## src/rtl/core/i2c_rts_pkg.sv

```systemverilog
// ----------------------------------------------------------------------------
// i2c_rts_pkg
// Shared types and constants of the I2C register transaction sequencer.
// ----------------------------------------------------------------------------
package i2c_rts_pkg;

    localparam int TIMEOUT_WIDTH_DEF = 16;
    localparam int CFG_WIDTH         = 16;
    localparam logic [CFG_WIDTH-1:0] CFG_LIMIT_RST = 16'd10000;

    localparam int Q_DEPTH = 2;
    localparam int Q_PTR_W = $clog2(Q_DEPTH);
    localparam int MAX_ACTS = 3;

    typedef enum logic [3:0] {
        OP_PING       = 4'd0,
        OP_WRITE      = 4'd1,
        OP_READ       = 4'd2,
        OP_START_SENT = 4'd3,
        OP_ADDR_ACK   = 4'd4,
        OP_ACK_FAIL   = 4'd5,
        OP_TX_EMPTY   = 4'd6,
        OP_RX_BYTE    = 4'd7,
        OP_TICK       = 4'd8
    } t_op;

    typedef enum logic [3:0] {
        ACT_START    = 4'd0,
        ACT_SEND     = 4'd1,
        ACT_SET_ACK  = 4'd2,
        ACT_CLR_ACK  = 4'd3,
        ACT_CLR_ADDR = 4'd4,
        ACT_CLR_FAIL = 4'd5,
        ACT_STOP     = 4'd6,
        ACT_DELIVER  = 4'd7,
        ACT_FINISH   = 4'd8
    } t_act;

    typedef enum logic [1:0] {
        ST_OK       = 2'd0,
        ST_ACK_FAIL = 2'd1,
        ST_TIMEOUT  = 2'd2,
        ST_BAD_LEN  = 2'd3
    } t_status;

    typedef enum logic [1:0] {
        KIND_PING  = 2'd0,
        KIND_WRITE = 2'd1,
        KIND_READ  = 2'd2
    } t_kind;

    typedef enum logic [2:0] {
        PH_IDLE         = 3'd0,
        PH_WAIT_START   = 3'd1,
        PH_WAIT_ADDR    = 3'd2,
        PH_WAIT_TX_REG  = 3'd3,
        PH_WAIT_TX_DATA = 3'd4,
        PH_WAIT_RX      = 3'd5
    } t_phase;

    // Up to three actions from one input word; byte goes with send or
    // deliver, status goes with finished.
    typedef struct packed {
        t_act [MAX_ACTS-1:0] act;
        logic [1:0]          cnt;
        logic [7:0]          data;
        t_status             st;
    } t_bundle;

endpackage

```

## src/rtl/core/i2c_rts_if.sv

```systemverilog
// ----------------------------------------------------------------------------
// i2c_rts_if
// Command/event channel and result channel of the sequencer.
// ----------------------------------------------------------------------------
interface i2c_rts_cmd_if;
    logic       valid;
    logic       ready;
    logic [3:0] opcode;
    logic [6:0] device_address;
    logic [7:0] register_index;
    logic [7:0] data_byte;
    logic [7:0] read_length;

    modport source (
        output valid, opcode, device_address, register_index, data_byte, read_length,
        input  ready
    );
    modport sink (
        input  valid, opcode, device_address, register_index, data_byte, read_length,
        output ready
    );
endinterface

interface i2c_rts_res_if;
    logic       valid;
    logic       ready;
    logic [3:0] action;
    logic [7:0] out_byte;
    logic [1:0] status;
    logic       last_of_run;

    modport source (
        output valid, action, out_byte, status, last_of_run,
        input  ready
    );
    modport sink (
        input  valid, action, out_byte, status, last_of_run,
        output ready
    );
endinterface

```

## src/rtl/core/i2c_rts_front.sv

```systemverilog
// ----------------------------------------------------------------------------
// i2c_rts_front
// Accepts command and event words, tracks the transaction phase and the
// timeout counter, and queues the resulting action bundle.
// ----------------------------------------------------------------------------
module i2c_rts_front #(
    parameter int TIMEOUT_WIDTH = i2c_rts_pkg::TIMEOUT_WIDTH_DEF
) (
    input  logic                             i_clk,
    input  logic                             i_rst_n,
    input  logic                             i_cfg_we,
    input  logic [i2c_rts_pkg::CFG_WIDTH-1:0] i_cfg_wdata,
    i2c_rts_cmd_if.sink                      i_cmd,
    input  logic                             i_full,
    output logic                             o_push,
    output i2c_rts_pkg::t_bundle             o_bundle
);
    import i2c_rts_pkg::*;

    logic [CFG_WIDTH-1:0]     r_limit;
    t_phase                   r_phase, n_phase;
    t_kind                    r_kind, n_kind;
    logic [6:0]               r_addr, n_addr;
    logic [7:0]               r_reg, n_reg;
    logic [7:0]               r_wbyte, n_wbyte;
    logic [7:0]               r_total, n_total;
    logic [7:0]               r_pos, n_pos;
    logic                     r_rdir, n_rdir;
    logic [TIMEOUT_WIDTH-1:0] r_cnt, n_cnt;

    logic                           w_acc;
    t_op                            w_op;
    logic [TIMEOUT_WIDTH+CFG_WIDTH-1:0] w_lim_ext;
    logic [TIMEOUT_WIDTH-1:0]       w_load;
    logic [TIMEOUT_WIDTH-1:0]       w_dec;
    logic [7:0]                     w_next_pos;
    logic                           w_rx_stop;
    logic                           w_rx_done;
    logic                           w_have;
    t_bundle                        w_bun;

    assign i_cmd.ready = !i_full;
    assign w_acc       = i_cmd.valid && !i_full;
    assign w_op        = t_op'(i_cmd.opcode);
    assign w_lim_ext   = {{TIMEOUT_WIDTH{1'b0}}, r_limit};
    assign w_load      = w_lim_ext[TIMEOUT_WIDTH-1:0];
    assign w_dec       = r_cnt - {{(TIMEOUT_WIDTH-1){1'b0}}, 1'b1};
    assign w_next_pos  = r_pos + 8'd1;
    assign w_rx_stop   = (r_total >= 8'd2) && (r_pos == r_total - 8'd2);
    assign w_rx_done   = (w_next_pos >= r_total);

    // next state
    always_comb begin
        n_phase = r_phase;
        n_kind  = r_kind;
        n_addr  = r_addr;
        n_reg   = r_reg;
        n_wbyte = r_wbyte;
        n_total = r_total;
        n_pos   = r_pos;
        n_rdir  = r_rdir;
        n_cnt   = r_cnt;
        if (w_acc) begin
            case (w_op)
                OP_PING, OP_WRITE, OP_READ: begin
                    if (r_phase == PH_IDLE &&
                        !(w_op == OP_READ && i_cmd.read_length == 8'd0)) begin
                        n_kind  = t_kind'(i_cmd.opcode[1:0]);
                        n_addr  = i_cmd.device_address;
                        n_reg   = i_cmd.register_index;
                        n_wbyte = i_cmd.data_byte;
                        n_total = i_cmd.read_length;
                        n_pos   = 8'd0;
                        n_rdir  = 1'b0;
                        n_phase = PH_WAIT_START;
                        n_cnt   = w_load;
                    end
                end
                OP_START_SENT: begin
                    if (r_phase == PH_WAIT_START) begin
                        n_phase = PH_WAIT_ADDR;
                        n_cnt   = w_load;
                    end
                end
                OP_ADDR_ACK: begin
                    if (r_phase == PH_WAIT_ADDR) begin
                        if (r_kind == KIND_PING) begin
                            n_phase = PH_IDLE;
                            n_rdir  = 1'b0;
                        end else if (!r_rdir) begin
                            n_phase = PH_WAIT_TX_REG;
                            n_cnt   = w_load;
                        end else begin
                            n_pos   = 8'd0;
                            n_phase = PH_WAIT_RX;
                            n_cnt   = w_load;
                        end
                    end
                end
                OP_ACK_FAIL: begin
                    if (r_phase == PH_WAIT_ADDR || r_phase == PH_WAIT_TX_REG ||
                        r_phase == PH_WAIT_TX_DATA) begin
                        n_phase = PH_IDLE;
                        n_rdir  = 1'b0;
                    end
                end
                OP_TX_EMPTY: begin
                    if (r_phase == PH_WAIT_TX_REG) begin
                        if (r_kind == KIND_WRITE) begin
                            n_phase = PH_WAIT_TX_DATA;
                        end else begin
                            n_rdir  = 1'b1;
                            n_phase = PH_WAIT_START;
                        end
                        n_cnt = w_load;
                    end else if (r_phase == PH_WAIT_TX_DATA) begin
                        n_phase = PH_IDLE;
                        n_rdir  = 1'b0;
                    end
                end
                OP_RX_BYTE: begin
                    if (r_phase == PH_WAIT_RX) begin
                        if (w_rx_done) begin
                            n_phase = PH_IDLE;
                            n_rdir  = 1'b0;
                        end else begin
                            n_cnt = w_load;
                        end
                        n_pos = w_next_pos;
                    end
                end
                OP_TICK: begin
                    if (r_phase != PH_IDLE) begin
                        n_cnt = w_dec;
                        if (w_dec == '0) begin
                            n_phase = PH_IDLE;
                            n_rdir  = 1'b0;
                        end
                    end
                end
                default: begin
                end
            endcase
        end
    end

    // action bundle
    always_comb begin
        w_have = 1'b0;
        w_bun  = '0;
        case (w_op)
            OP_PING, OP_WRITE, OP_READ: begin
                if (r_phase == PH_IDLE) begin
                    w_have = 1'b1;
                    w_bun.cnt = 2'd1;
                    if (w_op == OP_READ && i_cmd.read_length == 8'd0) begin
                        w_bun.act[0] = ACT_FINISH;
                        w_bun.st     = ST_BAD_LEN;
                    end else begin
                        w_bun.act[0] = ACT_START;
                    end
                end
            end
            OP_START_SENT: begin
                if (r_phase == PH_WAIT_START) begin
                    w_have       = 1'b1;
                    w_bun.cnt    = 2'd1;
                    w_bun.act[0] = ACT_SEND;
                    w_bun.data   = {r_addr, r_rdir};
                end
            end
            OP_ADDR_ACK: begin
                if (r_phase == PH_WAIT_ADDR) begin
                    w_have = 1'b1;
                    if (r_kind == KIND_PING) begin
                        w_bun.cnt    = 2'd3;
                        w_bun.act[0] = ACT_CLR_ADDR;
                        w_bun.act[1] = ACT_STOP;
                        w_bun.act[2] = ACT_FINISH;
                    end else if (!r_rdir) begin
                        w_bun.cnt    = 2'd2;
                        w_bun.act[0] = ACT_CLR_ADDR;
                        w_bun.act[1] = ACT_SEND;
                        w_bun.data   = r_reg;
                    end else if (r_total == 8'd1) begin
                        w_bun.cnt    = 2'd3;
                        w_bun.act[0] = ACT_CLR_ACK;
                        w_bun.act[1] = ACT_CLR_ADDR;
                        w_bun.act[2] = ACT_STOP;
                    end else begin
                        w_bun.cnt    = 2'd2;
                        w_bun.act[0] = ACT_SET_ACK;
                        w_bun.act[1] = ACT_CLR_ADDR;
                    end
                end
            end
            OP_ACK_FAIL: begin
                if (r_phase == PH_WAIT_ADDR || r_phase == PH_WAIT_TX_REG ||
                    r_phase == PH_WAIT_TX_DATA) begin
                    w_have       = 1'b1;
                    w_bun.cnt    = 2'd3;
                    w_bun.act[0] = ACT_CLR_FAIL;
                    w_bun.act[1] = ACT_STOP;
                    w_bun.act[2] = ACT_FINISH;
                    w_bun.st     = ST_ACK_FAIL;
                end
            end
            OP_TX_EMPTY: begin
                if (r_phase == PH_WAIT_TX_REG) begin
                    w_have    = 1'b1;
                    w_bun.cnt = 2'd1;
                    if (r_kind == KIND_WRITE) begin
                        w_bun.act[0] = ACT_SEND;
                        w_bun.data   = r_wbyte;
                    end else begin
                        w_bun.act[0] = ACT_START;
                    end
                end else if (r_phase == PH_WAIT_TX_DATA) begin
                    w_have       = 1'b1;
                    w_bun.cnt    = 2'd2;
                    w_bun.act[0] = ACT_STOP;
                    w_bun.act[1] = ACT_FINISH;
                end
            end
            OP_RX_BYTE: begin
                if (r_phase == PH_WAIT_RX) begin
                    w_have     = 1'b1;
                    w_bun.data = i_cmd.data_byte;
                    if (w_rx_stop) begin
                        w_bun.cnt    = 2'd3;
                        w_bun.act[0] = ACT_CLR_ACK;
                        w_bun.act[1] = ACT_STOP;
                        w_bun.act[2] = ACT_DELIVER;
                    end else if (w_rx_done) begin
                        w_bun.cnt    = 2'd2;
                        w_bun.act[0] = ACT_DELIVER;
                        w_bun.act[1] = ACT_FINISH;
                    end else begin
                        w_bun.cnt    = 2'd1;
                        w_bun.act[0] = ACT_DELIVER;
                    end
                end
            end
            OP_TICK: begin
                if (r_phase != PH_IDLE && w_dec == '0) begin
                    w_have   = 1'b1;
                    w_bun.st = ST_TIMEOUT;
                    if (r_kind == KIND_PING) begin
                        w_bun.cnt    = 2'd2;
                        w_bun.act[0] = ACT_STOP;
                        w_bun.act[1] = ACT_FINISH;
                    end else begin
                        w_bun.cnt    = 2'd1;
                        w_bun.act[0] = ACT_FINISH;
                    end
                end
            end
            default: begin
            end
        endcase
    end

    assign o_push   = w_acc && w_have;
    assign o_bundle = w_bun;

    always_ff @(posedge i_clk) begin
        if (!i_rst_n) begin
            r_limit <= CFG_LIMIT_RST;
            r_phase <= PH_IDLE;
            r_kind  <= KIND_PING;
            r_addr  <= '0;
            r_reg   <= '0;
            r_wbyte <= '0;
            r_total <= '0;
            r_pos   <= '0;
            r_rdir  <= 1'b0;
            r_cnt   <= '0;
        end else begin
            if (i_cfg_we) begin
                r_limit <= i_cfg_wdata;
            end
            r_phase <= n_phase;
            r_kind  <= n_kind;
            r_addr  <= n_addr;
            r_reg   <= n_reg;
            r_wbyte <= n_wbyte;
            r_total <= n_total;
            r_pos   <= n_pos;
            r_rdir  <= n_rdir;
            r_cnt   <= n_cnt;
        end
    end

    a_push_on_accept: assert property (@(posedge i_clk) disable iff (!i_rst_n)
        o_push |-> (i_cmd.valid && i_cmd.ready))
        else $error("bundle pushed without an accepted word");

    a_push_count: assert property (@(posedge i_clk) disable iff (!i_rst_n)
        o_push |-> (o_bundle.cnt != 2'd0 && o_bundle.cnt != 2'd3 ||
                    o_bundle.cnt == 2'd3))
        else $error("empty bundle pushed");

    a_idle_dir: assert property (@(posedge i_clk) disable iff (!i_rst_n)
        (r_phase == PH_IDLE) |-> !r_rdir)
        else $error("read direction set while idle");

    a_rx_read_only: assert property (@(posedge i_clk) disable iff (!i_rst_n)
        (r_phase == PH_WAIT_RX) |-> (r_kind == KIND_READ && r_rdir))
        else $error("receive phase outside read direction");

endmodule

```

## src/rtl/core/i2c_rts_queue.sv

```systemverilog
// ----------------------------------------------------------------------------
// i2c_rts_queue
// Short bundle queue between the classifying front and the output back.
// ----------------------------------------------------------------------------
module i2c_rts_queue (
    input  logic                 i_clk,
    input  logic                 i_rst_n,
    input  logic                 i_push,
    input  i2c_rts_pkg::t_bundle i_bundle,
    input  logic                 i_pop,
    output logic                 o_full,
    output logic                 o_empty,
    output i2c_rts_pkg::t_bundle o_head
);
    import i2c_rts_pkg::*;

    t_bundle              r_mem [Q_DEPTH];
    logic [Q_PTR_W-1:0]   r_wptr;
    logic [Q_PTR_W-1:0]   r_rptr;
    logic [Q_PTR_W:0]     r_count;
    logic                 w_do_push;
    logic                 w_do_pop;

    assign o_full    = (r_count == (Q_PTR_W+1)'(Q_DEPTH));
    assign o_empty   = (r_count == '0);
    assign o_head    = r_mem[r_rptr];
    assign w_do_push = i_push && !o_full;
    assign w_do_pop  = i_pop && !o_empty;

    always_ff @(posedge i_clk) begin
        if (w_do_push) begin
            r_mem[r_wptr] <= i_bundle;
        end
    end

    always_ff @(posedge i_clk) begin
        if (!i_rst_n) begin
            r_wptr  <= '0;
            r_rptr  <= '0;
            r_count <= '0;
        end else begin
            if (w_do_push) begin
                r_wptr <= r_wptr + Q_PTR_W'(1);
            end
            if (w_do_pop) begin
                r_rptr <= r_rptr + Q_PTR_W'(1);
            end
            case ({w_do_push, w_do_pop})
                2'b10:   r_count <= r_count + (Q_PTR_W+1)'(1);
                2'b01:   r_count <= r_count - (Q_PTR_W+1)'(1);
                default: r_count <= r_count;
            endcase
        end
    end

    a_no_overflow: assert property (@(posedge i_clk) disable iff (!i_rst_n)
        i_push |-> !o_full)
        else $error("push into full queue");

    a_count_range: assert property (@(posedge i_clk) disable iff (!i_rst_n)
        r_count <= (Q_PTR_W+1)'(Q_DEPTH))
        else $error("queue count out of range");

    a_pop_moves: assert property (@(posedge i_clk) disable iff (!i_rst_n)
        (i_pop && !o_empty && !i_push) |=> (r_count == $past(r_count) - (Q_PTR_W+1)'(1)))
        else $error("pop did not drain an entry");

endmodule

```

## src/rtl/core/i2c_rts_back.sv

```systemverilog
// ----------------------------------------------------------------------------
// i2c_rts_back
// Walks the head bundle one action per word onto the result channel.
// ----------------------------------------------------------------------------
module i2c_rts_back (
    input  logic                 i_clk,
    input  logic                 i_rst_n,
    input  logic                 i_empty,
    input  i2c_rts_pkg::t_bundle i_head,
    output logic                 o_pop,
    i2c_rts_res_if.source        o_res
);
    import i2c_rts_pkg::*;

    logic [1:0] r_slot;
    t_act       w_act;
    logic       w_last;
    logic       w_take;

    assign w_act  = i_head.act[r_slot];
    assign w_last = (r_slot == i_head.cnt - 2'd1);
    assign w_take = o_res.valid && o_res.ready;

    assign o_res.valid       = !i_empty;
    assign o_res.action      = w_act;
    assign o_res.out_byte    = (w_act == ACT_SEND || w_act == ACT_DELIVER) ? i_head.data : 8'd0;
    assign o_res.status      = (w_act == ACT_FINISH) ? i_head.st : ST_OK;
    assign o_res.last_of_run = w_last;
    assign o_pop             = w_take && w_last;

    always_ff @(posedge i_clk) begin
        if (!i_rst_n) begin
            r_slot <= '0;
        end else if (w_take) begin
            if (w_last) begin
                r_slot <= '0;
            end else begin
                r_slot <= r_slot + 2'd1;
            end
        end
    end

    a_slot_in_bundle: assert property (@(posedge i_clk) disable iff (!i_rst_n)
        o_res.valid |-> (r_slot < i_head.cnt))
        else $error("slot beyond bundle length");

    a_slot_hold: assert property (@(posedge i_clk) disable iff (!i_rst_n)
        (o_res.valid && !o_res.ready) |=> (r_slot == $past(r_slot)))
        else $error("slot moved while stalled");

    a_slot_idle: assert property (@(posedge i_clk) disable iff (!i_rst_n)
        i_empty |-> (r_slot == 2'd0))
        else $error("slot not cleared with empty queue");

endmodule

```

## src/rtl/core/i2c_register_transaction_sequencer.sv

```systemverilog
// ----------------------------------------------------------------------------
// i2c_register_transaction_sequencer
// I2C master register transaction sequencer: ping, register write and
// register read, driven by command and peripheral event words.
//
//   channel   dir  handshake      word
//   i_cmd     in   valid/ready    opcode, address, register, data, length
//   o_res     out  valid/ready    action, out_byte, status, last_of_run
//   i_cfg_*   in   write enable   timeout limit (16 bit)
//
// One input word is taken per cycle while the two-entry bundle queue has
// room; each word leaves up to three result words, sent one per cycle
// while o_res is ready. Output stalls reach the input only once the
// queue is full.
// Reset is synchronous and active low; no clearing pass.
// ----------------------------------------------------------------------------
module i2c_register_transaction_sequencer #(
    parameter int TIMEOUT_WIDTH = i2c_rts_pkg::TIMEOUT_WIDTH_DEF
) (
    input  logic                              i_clk,
    input  logic                              i_rst_n,
    input  logic                              i_cfg_we,
    input  logic [i2c_rts_pkg::CFG_WIDTH-1:0] i_cfg_wdata,
    i2c_rts_cmd_if.sink                       i_cmd,
    i2c_rts_res_if.source                     o_res
);
    import i2c_rts_pkg::*;

    logic    w_push;
    logic    w_pop;
    logic    w_full;
    logic    w_empty;
    t_bundle w_in_bun;
    t_bundle w_head;

    i2c_rts_front #(
        .TIMEOUT_WIDTH (TIMEOUT_WIDTH)
    ) u_front (
        .i_clk       (i_clk),
        .i_rst_n     (i_rst_n),
        .i_cfg_we    (i_cfg_we),
        .i_cfg_wdata (i_cfg_wdata),
        .i_cmd       (i_cmd),
        .i_full      (w_full),
        .o_push      (w_push),
        .o_bundle    (w_in_bun)
    );

    i2c_rts_queue u_queue (
        .i_clk    (i_clk),
        .i_rst_n  (i_rst_n),
        .i_push   (w_push),
        .i_bundle (w_in_bun),
        .i_pop    (w_pop),
        .o_full   (w_full),
        .o_empty  (w_empty),
        .o_head   (w_head)
    );

    i2c_rts_back u_back (
        .i_clk   (i_clk),
        .i_rst_n (i_rst_n),
        .i_empty (w_empty),
        .i_head  (w_head),
        .o_pop   (w_pop),
        .o_res   (o_res)
    );

endmodule
```

## src/flat_wrapper.sv

```systemverilog
// flat-port wrapper written by rule: the top's interface ports become plain ports
module i2c_register_transaction_sequencer_flat import i2c_rts_pkg::*;
#(
    parameter int TIMEOUT_WIDTH = i2c_rts_pkg::TIMEOUT_WIDTH_DEF
)
  (i_clk, i_rst_n, i_cfg_we, i_cfg_wdata, i_cmd_valid, i_cmd_opcode, i_cmd_device_address, i_cmd_register_index, i_cmd_data_byte, i_cmd_read_length, i_cmd_ready, o_res_valid, o_res_action, o_res_out_byte, o_res_status, o_res_last_of_run, o_res_ready);
  i2c_rts_cmd_if i_cmd_i ();
  i2c_rts_res_if o_res_i ();
  input  logic i_clk;
  input  logic i_rst_n;
  input  logic i_cfg_we;
  input  logic [i2c_rts_pkg::CFG_WIDTH-1:0] i_cfg_wdata;
  input wire logic [$bits(i_cmd_i.valid)-1:0] i_cmd_valid;
  input wire logic [$bits(i_cmd_i.opcode)-1:0] i_cmd_opcode;
  input wire logic [$bits(i_cmd_i.device_address)-1:0] i_cmd_device_address;
  input wire logic [$bits(i_cmd_i.register_index)-1:0] i_cmd_register_index;
  input wire logic [$bits(i_cmd_i.data_byte)-1:0] i_cmd_data_byte;
  input wire logic [$bits(i_cmd_i.read_length)-1:0] i_cmd_read_length;
  output wire logic [$bits(i_cmd_i.ready)-1:0] i_cmd_ready;
  output wire logic [$bits(o_res_i.valid)-1:0] o_res_valid;
  output wire logic [$bits(o_res_i.action)-1:0] o_res_action;
  output wire logic [$bits(o_res_i.out_byte)-1:0] o_res_out_byte;
  output wire logic [$bits(o_res_i.status)-1:0] o_res_status;
  output wire logic [$bits(o_res_i.last_of_run)-1:0] o_res_last_of_run;
  input wire logic [$bits(o_res_i.ready)-1:0] o_res_ready;
  assign i_cmd_i.valid = i_cmd_valid;
  assign i_cmd_i.opcode = i_cmd_opcode;
  assign i_cmd_i.device_address = i_cmd_device_address;
  assign i_cmd_i.register_index = i_cmd_register_index;
  assign i_cmd_i.data_byte = i_cmd_data_byte;
  assign i_cmd_i.read_length = i_cmd_read_length;
  assign i_cmd_ready = i_cmd_i.ready;
  assign o_res_valid = o_res_i.valid;
  assign o_res_action = o_res_i.action;
  assign o_res_out_byte = o_res_i.out_byte;
  assign o_res_status = o_res_i.status;
  assign o_res_last_of_run = o_res_i.last_of_run;
  assign o_res_i.ready = o_res_ready;
  i2c_register_transaction_sequencer #(.TIMEOUT_WIDTH(TIMEOUT_WIDTH)) u_core (.i_clk(i_clk), .i_rst_n(i_rst_n), .i_cfg_we(i_cfg_we), .i_cfg_wdata(i_cfg_wdata), .i_cmd(i_cmd_i), .o_res(o_res_i));
endmodule
```

## config.mk

```make
export PLATFORM = sky130hd
export DESIGN_NAME = i2c_register_transaction_sequencer_flat
export DESIGN_NICKNAME = d
export VERILOG_FILES = /design/src/rtl/core/i2c_rts_pkg.sv /design/src/rtl/core/i2c_rts_if.sv /design/src/rtl/core/i2c_rts_front.sv /design/src/rtl/core/i2c_rts_queue.sv /design/src/rtl/core/i2c_rts_back.sv /design/src/rtl/core/i2c_register_transaction_sequencer.sv /design/src/flat_wrapper.sv
export SDC_FILE = /design/constraint.sdc
export NUM_CORES = 1
export LEC_CHECK = 0
export ABC_AREA = 1
export ABC_CLOCK_PERIOD_IN_PS = 5690
export BUFFER_PORTS_ARGS = -buffer_cell sky130_fd_sc_hd__buf_2
export CAP_MARGIN = 25
export CORE_MARGIN = 3
export CORE_UTILIZATION = 45
export DETAILED_ROUTE_END_ITERATION = 10
export PLACE_DENSITY = 0.72
export RECOVER_POWER = 50
export REMOVE_ABC_BUFFERS = 1
export SYNTH_ARGS = -nofsm -noshare
export SYNTH_HDL_FRONTEND = slang
export SYNTH_HIERARCHICAL = 1
export SYNTH_SLANG_ARGS = --single-unit
export TNS_END_PERCENT = 30
```

## constraint.sdc

```tcl
create_clock -name i_clk -period 5.69 [get_ports i_clk]
set_input_delay 0.569 -clock i_clk [delete_from_list [all_inputs] [get_ports i_clk]]
set_output_delay 0.569 -clock i_clk [all_outputs]
set_load 0.02 [all_outputs]
```

==> key figures <==
Run status
  – Outcome: complete, but fails checks
  – Failing checks: max-capacitance violations, max-slew violations

Timing
  – Final setup violation count: 0
  – Period utilization: 0.743
  – Fin Hold WS: ~0.36 ns
  – Max-slew violations: 52
  – Setup TNS: 0 ns
  – Min Tclk post-route: 4.23 ns
  – RSZ-0062 raised after global routing: no
  – Fmax: roughly 0.24 GHz
  – Measured slew at the worst slew-check pin: 1.95 ns
  – Rel. slew slack: -0.301
  – Final Skew: roughly 0.0072 ns
  – Fin. Hold Viols: 0

Run
  – Max_cap viols: 1

Drt
  – Final ANT Viol Nets: 0
  – Drt first pass iters: 8
  – Iteration-0 DRC count of the detailed router: 330
  – Residual DRC count: 0
  – Final wirelength: between 15000 and 20000 um
  – Routed len/inst: 13.4 um
  – Via Count: 6266
  – Vias/cell: 5.10

Layout
  – Final core utilization: 0.526
  – Layout cell share with drive strength beyond 1: 0.182
  – Ant. Diodes: 0
  – Largest registers: u_core/u_queue/r_mem (48), u_core/u_front/r_cnt (16), u_core/u_front/r_limit (16)
  – Largest reg by FF count: u_core/u_queue/r_mem
  – Final #Nets: 1069
  – Non-Filler Instances: 1229
  – Max reg flops: 48
  – P&R area growth vs syn: 14.1%
  – Fill cells: 1527

Power
  – Worst vdd ir: 0.187 mV
  – Power density cells: 311 mW/mm^2
  – P_int: 1.88 mW
  – Gate power share: 0.152
  – Sequential Power Share: 0.403
  – Net Sw Power: about 0.73 mW
  – Static leakage power: 3.68 nW
  – Sw Ratio: 0.281
  – Clk network pwr share: 0.444

Placed design
  – DPL Wire Length: between 10000 and 15000 um
  – Buffers on Ports: 72
  – Placed Instances: 1197
  – Gpl congestion: 0.899

Clock network
  – CTS Hold Buffers Added: 0
  – CTS tree: built
  – Worst-Skew Late Latency: 0.42 ns
  – Clk slew on worst S/H paths: 0.06 ns
  – Root Driver: clkbuf_16
  – Setup Fix Bufs, Post-CTS: 0
  – Clock Path Buffers: 2
  – Htree depth: 4
  – Total CTS buffers: 17
  – Clk sinks: between 100 and 150
  – Post-cts resize count: 0

Yosys
  – Ys async rst share: 0
  – Netlist cell types: 49
  – Cell Area, Synth: 0.00735 mm^2
  – Gate Count Post-Synth: between 900 and 1000
  – Yosys warns: 6
  – Avg Cell Area, Syn: 7.86 um^2
  – Post-synth EDFFs: 48
  – Seq/Total Area, Yosys: 0.425
  – Seq cells post-synth: 132
  – Ys flop type: dfxtp_1

Global route
  – GR Util met1: 0.232
  – Antenna violations before repair: 0
  – First-pass GRT wire length: 27000 um
  – Met2 usage: 0.323
  – Tot GR Track Use: 0.187
  – Largest net degree at the start of global routing: 52
  – Global route hottest layer: met2
  – Met3 usage: 0.0311
  – Total grt overflow: 0
  – Number of global-route vias before repair: 5828

Floorplanning
  – Die Y: ~130 um
  – Num ports: 73
  – Initial core utilization: 0.461
  – Die X: 134 um
  – Die ar.: roughly 0.018 mm^2
  – Core Area: 0.0159 mm^2
  – Row Count: 46

Hold path
  – Worst hold path type: in2reg

Critical path
  – Worst Path Arrival: ~4.3 ns
  – Crit path kind: in2reg
  – Crit-path max FO: 24
  – Critical Path Start Type: input pin
  – CP Data Required Time: 5.73 ns
  – Setup crit end kind: flop
[routing by layer]
| layer | up-vias | wire, um |
|---|---|---|
| li1 | 3200 | - |
| met1 | 2915 | 7330 |
| met2 | 125 | 8210 |
| met3 | 26 | 587 |
| met4 | 0 | 278 |
| met5 | - | 0 |
[cell usage after synthesis (6+ instances only)]
library cell | n | area share
ha_1 | 13 | 0.022
a21oi_1 | 49 | 0.033
inv_1 | 108 | 0.055
o21ai_0 | 82 | 0.056
nand2_2 | 11 | 0.0094
a21oi_2 | 8 | 0.0095
nand4_1 | 10 | 0.0085
nand3_1 | 38 | 0.026
o21ai_1 | 12 | 0.0082
inv_2 | 9 | 0.0046
nor2_4 | 8 | 0.012
edfxtp_1 | 48 | 0.20
dfxtp_1 | 84 | 0.23
nand2_1 | 166 | 0.085
buf_6 | 7 | 0.011
nor2_2 | 15 | 0.013
mux2_4 | 20 | 0.041
a211oi_1 | 6 | 0.0061
nor3_1 | 11 | 0.0075
clkbuf_1 | 15 | 0.0077
nor2_1 | 146 | 0.075
xor2_1 | 14 | 0.017
o21ai_2 | 6 | 0.0072
[cells by family (layout without fill, tap and decap cells)]
family                     after synthesis  in the layout  synth area share
and+or+nand+nor                        422            422             0.258
AOI/OAI and AO/OA                      178            178             0.138
buffers and inverters                  149            227            0.0901
DFF                                    132            132             0.425
muxes                                   24             24            0.0470
xor gates and xnor gates                17             17            0.0203
adders and majority gates               13             13            0.0221
[critical path: stages]
cell and delay, ns:
buf_2 0.13, inv_1 0.08, nor2_1 0.21, inv_1 0.14, nor2_1 0.60, clkinv_1 0.27, nor2_1 0.84, nor4_1 0.18
a21oi_1 0.25, inv_1 0.07, nor2_2 0.14, nand2_1 0.08, inv_1 0.71
[cells in the final DEF (no fill, tap or decap), drive strengths merged, types with 40 or more instances in the layout]
cell | netlist | layout
nand2 | 181 | 181
nor2 | 169 | 169
inv | 118 | 123
o21ai | 100 | 100
dfxtp | 84 | 84
buf | 15 | 70
a21oi | 58 | 58
edfxtp | 48 | 48
nand3 | 40 | 40
[path summary, 6_finish.rpt]
kind                         startpoint                     endpoint  slack (ns)  cells after the start
min reg2reg  u_core/u_front/r_limit[15]   u_core/u_front/r_limit[15]        0.45                      2
max reg2reg     u_core/u_front/r_cnt[0]  u_core/u_queue/r_mem[1][16]        2.26                     15
max                     i_cmd_opcode[2]  u_core/u_queue/r_mem[1][16]        1.46                     13
min                      i_cfg_wdata[8]    u_core/u_front/r_limit[8]        0.36                      3
[through the flow]
| step | area [um^2] | total power, mW | worst slack [ns] |
|---|---|---|---|
| 2_1_floorplan | 7140 | 1.36 | 2.33 |
| 3_3_place_gp | 7790 | 1.46 | 1.86 |
| 3_5_place_dp | 7820 | 1.47 | 1.94 |
| 4_1_cts | 8450 | 2.63 | 2.34 |
| 5_1_grt | 8380 | 2.74 | 1.07 |
| 6_report | 8380 | 2.61 | 1.46 |
[power by group through the flow]
stage	Combinational, mW	Clock, mW	Sequential, mW
floorplan	0.294	0	1.06
global placement	0.390	0	1.07
detailed placement	0.398	0	1.07
CTS	0.402	1.18	1.05
global route	0.456	1.22	1.06
finish	0.397	1.16	1.05
[layout make-up]
type                       instances  area, um^2  area share
sequential                       132        3120       0.373
clock buffer                      18         439      0.0524
inverter                         119         454      0.0542
clock inverter                    14         193      0.0230
timing repair buffer              76         395      0.0472
tap                              216         270      0.0322
multi-input combinational        654        3510       0.419
(Power assumes the default switching activity.)
